File: src/rtl/fpmo_pkg.sv
// Package for the feedback phase-modulation sine oscillator.
// Holds the sequencer state type and the fixed arithmetic constants.
// No dependencies.
`default_nettype none
package fpmo_pkg;

  localparam int MUL_W = 32;

  typedef enum logic [4:0] {
    S_CLEAR, S_IDLE, S_RDA, S_RDB, S_BL2, S_BL3, S_FB, S_TH,
    S_K0, S_K1, S_K2, S_Z, S_SQ, S_Z2, S_HM, S_HS, S_FM, S_FIN
  } state_t;

  localparam logic [31:0] TURN_K  = 32'd683565276;
  localparam logic [31:0] COEF_C9 = 32'd172274;

  localparam logic [31:0] HORNER_COEF [4] = '{
    32'd5026992, 32'd85569306, 32'd693598670, 32'd1686629713
  };

  localparam logic [30:0] Q30_ONE = 31'd1073741824;

endpackage
`default_nettype wire

File: src/rtl/fpmo_mul.sv
// Shared signed multiplier with a registered product.
// Depends on fpmo_pkg for the operand width.
`default_nettype none
module fpmo_mul (
  input  wire logic                                clk,
  input  wire logic signed [fpmo_pkg::MUL_W-1:0]   op_a,
  input  wire logic signed [fpmo_pkg::MUL_W-1:0]   op_b,
  output logic signed [2*fpmo_pkg::MUL_W-1:0]      prod_r
);
  import fpmo_pkg::*;

  always_ff @(posedge clk) begin
    prod_r <= op_a * op_b;
  end

endmodule
`default_nettype wire
File: config.mk
export PLATFORM = sky130hd
export DESIGN_NAME = fpmo_mul
export DESIGN_NICKNAME = d
export VERILOG_FILES = /design/src/rtl/fpmo_pkg.sv /design/src/rtl/fpmo_mul.sv
export SDC_FILE = /design/constraint.sdc
export NUM_CORES = 2
export LEC_CHECK = 0
export BUFFER_PORTS_ARGS = -buffer_cell sky130_fd_sc_hd__buf_2
export CELL_PAD_IN_SITES_DETAIL_PLACEMENT = 0
export CELL_PAD_IN_SITES_GLOBAL_PLACEMENT = 1
export CORE_MARGIN = 5
export CORE_UTILIZATION = 46
export DETAILED_ROUTE_END_ITERATION = 16
export PLACE_DENSITY_LB_ADDON = 0.1
export RECOVER_POWER = 100
export SLEW_MARGIN = 20
export SYNTH_ARGS = -nofsm -noshare
export SYNTH_HDL_FRONTEND = slang
export SYNTH_SLANG_ARGS = --single-unit
File: constraint.sdc
create_clock -name clk -period 15.4 [get_ports clk]
set_clock_uncertainty 0.15 [all_clocks]
set_input_delay 1.54 -clock clk [delete_from_list [all_inputs] [get_ports clk]]
set_output_delay 1.54 -clock clk [all_outputs]
set_load 0.005 [all_outputs]
==> impl_results.md <==
* Status: finished, violations left
* Failing checks: capacitance limit, slew limit
* Clk sinks at 64
* DR iter-0 viols at 1262
* Most used cell, CP: fa_1
* Initial Util at 46.31%
* Area Growth Syn to Fin at 4.414%
* Syn_area_per_cell at 9.589 sq um
* Final setup TNS at 0 ns
* Final RePlAce weighted congestion at 0.8697
* Launch point of the worst path: op_b[0]
* Die height at 294.5 um
* Top Registers: prod_r: 64 flops
* Syn nets at 5215
* CTS max path bufs at 2
* Slew HR at -28.32%
* Tightest Pin Transition at 1.925 ns
* Fmax at 84.55 MHz
* Endpoints failing hold at 0
* Nets at 5179
* Main flop type after synthesis: dfxtp_1
* Arr. time, crit path at 12.02 ns
* Total number of yosys warnings at 0
* CTS buffer count at 9
* Worst-path clk slew at 0.06 ns
* Global Route Usage Sum at 26.24%
* Routed wire per std cell at 21.85 um
* Cells after Synth at 3884
* Worst Path Required at 15.59 ns
* Hold Path Class: input pin to register
* Final min period at 11.83 ns
* Seq/Total Area, Yosys at 3.440%
* Final Max Slew Viols at 38
* First-pass GRT wire length at 171500 um
* Vias per cell at 5.103
* Synth async-reset ratio at 0%
* Fill count at 7891
* Die area at 0.08675 sq mm
* CTS Hold Bufs at 0
* Drt first pass iters at 5
* Overflow after GRT at 0
* I/O pin cnt at 129
* Most flop-heavy register: prod_r
* Mapped Area at 0.03724 sq mm
* Worst setup path end: prod_r[61]
* Post-DRT Antenna Nets at 0
* Number of synthesized flops with an enable pin at 0
* Unique masters post-synth at 63
* Number of setup violations in the final report at 0
* Period utilization at 76.80%
* Vias in the first global route at 28605
* Crit-path max FO at 32
* # rows at 104
* Number of synthesized register bits at 64
* Drc violations at 0
* Total number of vias at 25102
* Antenna violations before repair at 8
* Die Wd at 294.5 um
* CP Capture Type: register
* Largest net degree at the start of global routing at 33
* Slowest CP cell: clkbuf_1
* H-tree levels at 3
* CORE AREA at 0.08042 sq mm
* CTS root buffer: clkbuf_16
* Max-Cap Viols at 2
* Drt total wl at 107500 um
* Port Buf Inserts at 128
* Setup bufs post-CTS at 0
* Setup crit start kind: input pin
* Detailed-placement wirelength estimate at 83420 um
* Crit path largest cell delay at 1.35 ns
* Max reg flops at 64
* Proportion of layout cells with a drive suffix above 1 at 3.530%
* Critical path class: input pin to register
* CTS tree: built
* Post-CTS sizing at 0
* RSZ-0062 raised after global routing: no
-- layout make-up --
type	instances	area [sq um]	share of cell area [%]
clock buffers	10	239.0	0.6146
flip-flops and latches	64	1281	3.295
multi-input cells	2668	31580	81.20
repair buffers	153	760.7	1.956
well taps	1060	1326	3.411
inverters	952	3573	9.190
clock inverters	6	115.1	0.2960
diodes	6	15.01	0.03861
-- layer usage --
layer	part of all wire (%)	global-route usage, %
met1	41	34.44
met2	51	45.71
met3	4.2	3.685
met4	3.3	7.640
met5	0.023	0
-- logic make-up after synthesis --
group,share of synthesized area (%)
xor gates and xnor gates,1.764
DFF,3.440
adders and majority gates,64.34
buffers and inverters,11.62
and+or+nand+nor,15.37
AOI/OAI and AO/OA,3.464
-- critical path, delay by kind of cell --
kind	cells	cell delay, ns
buffers and inverters	5	1.57
adder cells (fa/ha/maj)	9	3.56
AO/OA/AOI/OAI	7	4.35
AND/OR/NAND/NOR	3	0.85
XOR/XNOR	1	0.14
-- layout by cell type (no fill, tap or decap), drive strengths merged, types with 7 or more instances in the layout --
| master | instances |
|---|---|
| nand2b | 9 |
| xor2 | 22 |
| nand4 | 7 |
| buf | 105 |
| a21o | 25 |
| nand2 | 511 |
| a211oi | 8 |
| dfxtp | 64 |
| o21bai | 15 |
| nor2 | 42 |
| and3 | 9 |
| xnor2 | 53 |
| nand3 | 15 |
| o21ai | 31 |
| clkbuf | 58 |
| ha | 184 |
| nor3 | 7 |
| o31ai | 7 |
| a21oi | 68 |
| fa | 1082 |
| inv | 953 |
| a31oi | 13 |
| and2 | 516 |
-- cell usage after synthesis (all sizes together), types with 3 or more instances --
cell    count  area, sq um
a21o       25        190.2
dfxtp      64         1281
nor3        7        40.04
xor2       22        192.7
or3         5        32.53
and3        9        62.56
nor2       42        157.7
ha        184         2302
xnor2      53        464.2
inv       952         3573
o21bai     15        112.6
a21boi      3        22.52
nand2b      9        56.30
buf         5        22.52
a31oi      13        96.34
nand3      15        75.07
and4        4        37.54
o31ai       7        66.31
a21oi      68        340.3
o21ai      31        162.7
nor2b       3        18.77
o21a        4        30.03
clkbuf    195        732.0
a211oi      8        87.59
fa       1082        21660
o211ai      3        22.52
and2      516         3228
nand4       7        43.79
nand2     511         1918
-- stage by stage --
step                      hold WS (ns)  util, %  cell area, sq um  std cells  worst slack (ns)
after floorplan                  1.517        -             37240       3884             6.449
after global placement           1.769    48.05             38640       4897             4.928
after detailed placement         1.766    48.05             38640       4897             4.865
after CTS                        1.568    48.49             39000       4913             5.272
after global routing             1.588    48.34             38870       4913             3.278
final                            1.597    48.36             38890       4919             3.573
-- how the worst min path moves through the flow --
stage          slack (ns)  depth (start not counted)    endpoint  startpoint
6_report             1.60                          3   prod_r[0]     op_a[0]
5_1_grt              1.59                          3   prod_r[0]     op_a[0]
4_1_cts              1.57                          3   prod_r[0]     op_a[0]
3_5_place_dp         1.77                          1  prod_r[50]  prod_r[50]
3_3_place_gp         1.77                          1  prod_r[25]  prod_r[25]
2_1_floorplan        1.52                          1   prod_r[0]     op_b[0]
Power is not shown: default switching activity piles up to over one toggle a cycle in this logic, so the estimate is an artifact.
